[src/sv/drsp_pkg.sv]
// Shared constants, codes and control types of the slot pool.
`timescale 1ns / 1ps
package drsp_pkg;
  localparam int SLOTS_DEF        = 256;
  localparam int PAYLOAD_BITS_DEF = 64;
  localparam int COUNT_BITS_DEF   = 16;

  localparam int FUNC_W      = 3;
  localparam int IDX_PORT_W  = 8;
  localparam int HASH_W      = 64;
  localparam int DATA_PORT_W = 64;
  localparam int CNT_PORT_W  = 16;
  localparam int LIVE_PORT_W = 9;
  localparam int STATUS_W    = 2;

  localparam logic [FUNC_W-1:0] FN_ACQUIRE = 3'd0;
  localparam logic [FUNC_W-1:0] FN_DEDUP   = 3'd1;
  localparam logic [FUNC_W-1:0] FN_RETAIN  = 3'd2;
  localparam logic [FUNC_W-1:0] FN_RELEASE = 3'd3;
  localparam logic [FUNC_W-1:0] FN_READ    = 3'd4;

  localparam logic [STATUS_W-1:0] ST_OK      = 2'd0;
  localparam logic [STATUS_W-1:0] ST_FULL    = 2'd1;
  localparam logic [STATUS_W-1:0] ST_NOTLIVE = 2'd2;
  localparam logic [STATUS_W-1:0] ST_SAT     = 2'd3;

  typedef struct packed {
    logic load;
    logic dec;
    logic scan;
    logic grant;
    logic pop;
    logic access;
    logic emit;
  } dp_cmd_t;

  typedef struct packed {
    logic [FUNC_W-1:0] func;
    logic              hash_nz;
    logic              depth_nz;
    logic              si_ok;
    logic              scan_hit;
    logic              scan_miss;
    logic              out_free;
  } dp_sts_t;
endpackage

[src/sv/drsp_ctrl.sv]
// Sequencing state machine of the slot pool.
`timescale 1ns / 1ps
module drsp_ctrl (
  input  logic              clk,
  input  logic              rst_n,
  input  logic              in_valid,
  output logic              in_stall,
  input  drsp_pkg::dp_sts_t sts,
  output drsp_pkg::dp_cmd_t cmd
);
  typedef enum logic [6:0] {
    S_IDLE   = 7'b0000001,
    S_DEC    = 7'b0000010,
    S_SCAN   = 7'b0000100,
    S_GRANT  = 7'b0001000,
    S_POP    = 7'b0010000,
    S_ACCESS = 7'b0100000,
    S_EMIT   = 7'b1000000
  } state_t;

  state_t state_r;
  state_t state_nxt;

  assign in_stall = (state_r != S_IDLE);

  always_comb begin
    state_nxt = state_r;
    cmd       = '0;
    case (state_r)
      S_IDLE: begin
        if (in_valid) begin
          cmd.load  = 1'b1;
          state_nxt = S_DEC;
        end
      end
      S_DEC: begin
        cmd.dec = 1'b1;
        if (sts.func == drsp_pkg::FN_ACQUIRE ||
            (sts.func == drsp_pkg::FN_DEDUP && !sts.hash_nz)) begin
          state_nxt = S_GRANT;
        end else if (sts.func == drsp_pkg::FN_DEDUP) begin
          state_nxt = S_SCAN;
        end else if (sts.func == drsp_pkg::FN_RETAIN || sts.func == drsp_pkg::FN_RELEASE ||
                     sts.func == drsp_pkg::FN_READ) begin
          state_nxt = sts.si_ok ? S_ACCESS : S_EMIT;
        end else begin
          state_nxt = S_EMIT;
        end
      end
      S_SCAN: begin
        cmd.scan = 1'b1;
        if (sts.scan_hit) begin
          state_nxt = S_EMIT;
        end else if (sts.scan_miss) begin
          state_nxt = S_GRANT;
        end
      end
      S_GRANT: begin
        cmd.grant = 1'b1;
        state_nxt = sts.depth_nz ? S_POP : S_EMIT;
      end
      S_POP: begin
        cmd.pop   = 1'b1;
        state_nxt = S_EMIT;
      end
      S_ACCESS: begin
        cmd.access = 1'b1;
        state_nxt  = S_EMIT;
      end
      S_EMIT: begin
        cmd.emit = 1'b1;
        if (sts.out_free) begin
          state_nxt = S_IDLE;
        end
      end
      default: begin
        state_nxt = S_IDLE;
      end
    endcase
  end

  always_ff @(posedge clk) begin
    if (!rst_n) begin
      state_r <= S_IDLE;
    end else begin
      state_r <= state_nxt;
    end
  end
endmodule

[config.mk]
export PLATFORM = sky130hd
export DESIGN_NAME = drsp_ctrl
export DESIGN_NICKNAME = d
export VERILOG_FILES = /design/src/sv/drsp_pkg.sv /design/src/sv/drsp_ctrl.sv
export SDC_FILE = /design/constraint.sdc
export NUM_CORES = 1
export LEC_CHECK = 0
export BUFFER_PORTS_ARGS = -buffer_cell sky130_fd_sc_hd__buf_2
export CAP_MARGIN = 20
export CORE_AREA = 2 2 39 41
export CTS_CLUSTER_DIAMETER = 30
export DETAILED_ROUTE_END_ITERATION = 8
export DIE_AREA = 0 0 41 43
export HOLD_SLACK_MARGIN = 0.02
export MAX_ROUTING_LAYER = met4
export PLACE_DENSITY = 0.59
export SYNTH_ARGS = -nofsm -noshare
export SYNTH_HDL_FRONTEND = slang
export SYNTH_SLANG_ARGS = --single-unit
[constraint.sdc]
create_clock -name clk -period 1.6 [get_ports clk]
set_input_delay 0.24 -clock clk [delete_from_list [all_inputs] [get_ports clk]]
set_output_delay 0.24 -clock clk [all_outputs]
set_load 0.01 [all_outputs]
Yosys cells after proc, flatten, opt, wreduce, memory -nomap -nowiden

Cells that the tools add are included.

Flip-flop bits (word level): 7
Input port bits: 12
Word-level logic and storage cells: 42

Equal/unequal tests: 15
Mux-type cells: 18
Reductions and logical operators: 8

Operator list:

| cell                                                 | number |
|---|---|
| two-way mux 7 bit                                    | 9 |
| one-hot mux 7 bit (6 select lines)                   | 1 |
| two-way mux 1 bit                                    | 8 |
| equality test 7 x 1 -> 1 bit (second input constant) | 1 |
| equality test 7 x 2 -> 1 bit (second input constant) | 1 |
| equality test 7 x 3 -> 1 bit (second input constant) | 1 |
| equality test 7 x 4 -> 1 bit (second input constant) | 1 |
| equality test 7 x 5 -> 1 bit (second input constant) | 1 |
| equality test 7 x 6 -> 1 bit (second input constant) | 1 |
| equality test 7 bit (second input constant)          | 1 |
| != test 7 x 1 -> 1 bit (second input constant)       | 1 |
| equality test 3 x 2 -> 1 bit (second input constant) | 2 |
| != test 2 bit (second input constant)                | 2 |
| equality test 3 x 1 -> 1 bit (second input constant) | 1 |
| equality test 3 bit (second input constant)          | 1 |
| logical NOT 3 bit                                    | 1 |
| logical OR 1 bit                                     | 3 |
| != test 3 bit (second input constant)                | 1 |
| AND reduction 3 bit                                  | 1 |
| OR reduction 2 bit                                   | 1 |
| logical AND 1 bit                                    | 1 |
| logical NOT 1 bit                                    | 1 |

Depth between registers and ports, before layout

Depth after elaboration: 7
Mapped depth: 5

Worst setup path before layout

Ideal clock, no wire load.

Path kind: flip-flop to output port
Start point: register state_r[0]
End point: output cmd[1] (netlist name)
Data arrival time: 1.147 ns
Setup slack: 0.213 ns
Stages on the path, launching flop included: 4
Cell sequence: dfxtp_1 -> nor2_1 -> nand2_1 -> nor4b_1

RTL lines:

| element                | line            | RTL |
|---|---|---|
| start, declared        | drsp_ctrl.sv:21 | `state_t state_r;` |
| start signal, assigned | drsp_ctrl.sv:86 | `state_r <= state_nxt;` |
| end, declared          | drsp_ctrl.sv:9  | `output drsp_pkg::dp_cmd_t cmd` |

==> results by group <==
Floorplan
  – Die area: 1760 sq um
  – CORE AREA: 1380 sq um
  – # IOs: 20
  – Die Wd: 41 microns
  – Initial Util: 33.8%
  – Die H: 43 microns
  – Row count: 14

Layout
  – Top reg by flops: state_r
  – Fraction of layout cells with a size suffix above 1: 54.1%
  – Area delta synth->final: 50.8%
  – Largest regs: state_r x7
  – Final Util: 51.0%
  – Max FFs per register: 7
  – Design area: 706 sq um
  – Number of diodes: 0
  – Final nets: 98

Synthesis
  – Fraction of registers with async set or reset after synthesis: 0%
  – Synth Register Bits: 7
  – Primary FF master, synth: dfxtp_1
  – Mapped Nets: 72
  – Post-Syn Area: 468 sq um
  – Synth cell types: 26
  – Syn Inst Count: 60
  – Post-Syn Area per Cell: 7.80 sq um
  – Number of synthesized flops with an enable pin: 0
  – Syn. warnings: 0
  – Sequential fraction of the synthesis area: 29.9%

Outcome
  – Run status: complete, no violations

Placed design
  – Dpl cell area: 593 sq um
  – Input/output buffers: 19
  – Dpl hpwl: 926 microns
  – Routability congestion estimate from global placement: 0.805
  – Pre-CTS setup slack: 0.128 ns

Timing
  – Clock Skew: 0.00657 ns
  – Slew Viols, Final: 0
  – Post-route setup TNS: 0 ns
  – FMAX: 652 MHz
  – Final setup violation count: 0
  – PnR worst setup slack: 0.0655 ns
  – Tmin final: 1.53 ns
  – Final hold slack: 0.215 ns
  – Worst-Margin Slew: 0.359 ns
  – Final period utilization: 95.9%
  – Relative slew slack: 75.8%
  – Final hold vios: 0

Detailed routing
  – Via count: 527
  – DR pass1 iterations: 2
  – Residual DRC count: 0
  – DR WL/cell: 12.2 microns
  – Vias per Instance: 5.22
  – DR iter-0 viols: 2
  – Post-DRT Antenna Nets: 0
  – Final WL: 1240 microns

Setup path
  – Worst setup EP type: primary output
  – WP data required: 1.36 ns
  – Worst Path Arrival: 1.29 ns
  – Worst Path Max Fanout: 8
  – Crit Path Category: flip-flop to primary output
  – Type of origin of the critical path: flip-flop

Clocking
  – Clk Latency, worst-skew pair: 0.26 ns
  – Max clock buf depth: 2
  – Clock root buffer: clkbuf_4
  – Hold buffers post-CTS: 0
  – CTS Buf Count: 3
  – CTS tree: built
  – CTS Sinks: 7
  – H-Tree Depth: 1
  – Clock transition at path regs: 0.06 ns

GRT
  – First-pass GRT wire length: 1990 microns
  – Largest net degree at the start of global routing: 9
  – Grt ovf: 0
  – GRT Overall Usage: 17.1%
  – Number of global-route vias before repair: 495
  – Antenna violations before repair: 0

Power and ir drop
  – Static leakage: 0.000308 uW
  – Power Dens Cells: 617 nW/um^2
  – IR drop worst, VDD: 0.479 mV

Min path
  – Worst Hold Class: input pin to flip-flop

Run
  – Maxcap violations: 0
## critical path, cell delays in order, from the launching register on
cell	delay (ns)
dfxtp_4	0.39
nor2_2	0.13
nand2_2	0.11
nor4b_2	0.24
buf_2	0.16
## final cells by class
type                       count  area [sq um]
tap                           16          20.0
timing repair buffer          22           118
multi-input combinational     49           380
sequential                     7           150
inverter                       3          11.3
fill                         135           678
clock buffer                   4          26.3
## cells in the mapped netlist (all sizes together) (2+ instances only)
| cell type | count | area (sq um) |
|---|---|---|
| nor4 | 2 | 12.5 |
| nor3 | 5 | 30.0 |
| o21a | 2 | 15.0 |
| nor2 | 9 | 36.3 |
| nor4b | 5 | 58.8 |
| dfxtp | 7 | 140 |
| inv | 3 | 11.3 |
| nand2 | 7 | 26.3 |
| a21oi | 3 | 15.0 |
| and3 | 2 | 12.5 |
| a31oi | 2 | 12.5 |
| o21ai | 2 | 10.0 |
## through the flow
step | std cells | total power [uW]
after floorplan | 60 | 220
after global placement | 96 | 254
after detailed placement | 96 | 256
after CTS | 100 | 431
after global routing | 101 | 460
final | 101 | 435
## worst paths after layout
check | slack (ns) | start | cells after the start | to
setup / recovery | 0.07 | state_r[2] | 4 | cmd[1]
setup reg to reg | 0.20 | state_r[5] | 4 | state_r[6]
hold reg to reg | 0.65 | state_r[6] | 2 | state_r[1]
hold / removal | 0.21 | rst_n | 2 | state_r[0]
## power breakdown
group          leakage (uW)  switching, uW  internal [uW]
clock             0.0000150           72.7           95.6
sequential        0.0000592           8.10            178
combinational      0.000233           40.9           40.1
## layer usage
metal | part of all wire (%) | GRT usage, % | up-vias
met5 | 0 | - | -
met3 | 3.4 | 4.71 | 2
met4 | 2.2 | 8.00 | 0
met2 | 51 | 26.3 | 13
met1 | 44 | 19.9 | 242
li1 | - | - | 270
## cell families (layout without fill, tap and decap cells)
| family | after synthesis | in the layout | synth area share (%) |
|---|---|---|---|
| DFF | 7 | 7 | 29.9 |
| muxes | 1 | 1 | 2.14 |
| xor gates and xnor gates | 2 | 2 | 3.74 |
| AOI/OAI and AO/OA | 12 | 12 | 16.3 |
| and+or+nand+nor | 34 | 34 | 44.4 |
| buffers and inverters | 4 | 29 | 3.47 |
## what timing repair did
item	4_1_cts	5_1_grt
gates resized for setup	9	13
gates cloned	0	0
pin swaps	0	3
setup endpoints to repair	7	6
setup buffers	0	1
## cells in the final DEF (no fill, tap or decap), types with 2 or more instances in the layout
master / n
buf_2: 19
nor2_1: 6
dfxtp_2: 5
nand2_2: 4
nand2_1: 3
nor4b_2: 3
inv_1: 3
nor3_1: 3
a21oi_1: 3
clkbuf_4: 3
buf_4: 3
nor4b_4: 2
nor2_2: 2
and3_1: 2
a31oi_1: 2
o21ai_0: 2
nor4_1: 2
o21a_1: 2
No activity file was read; power rests on OpenSTA's default activity.
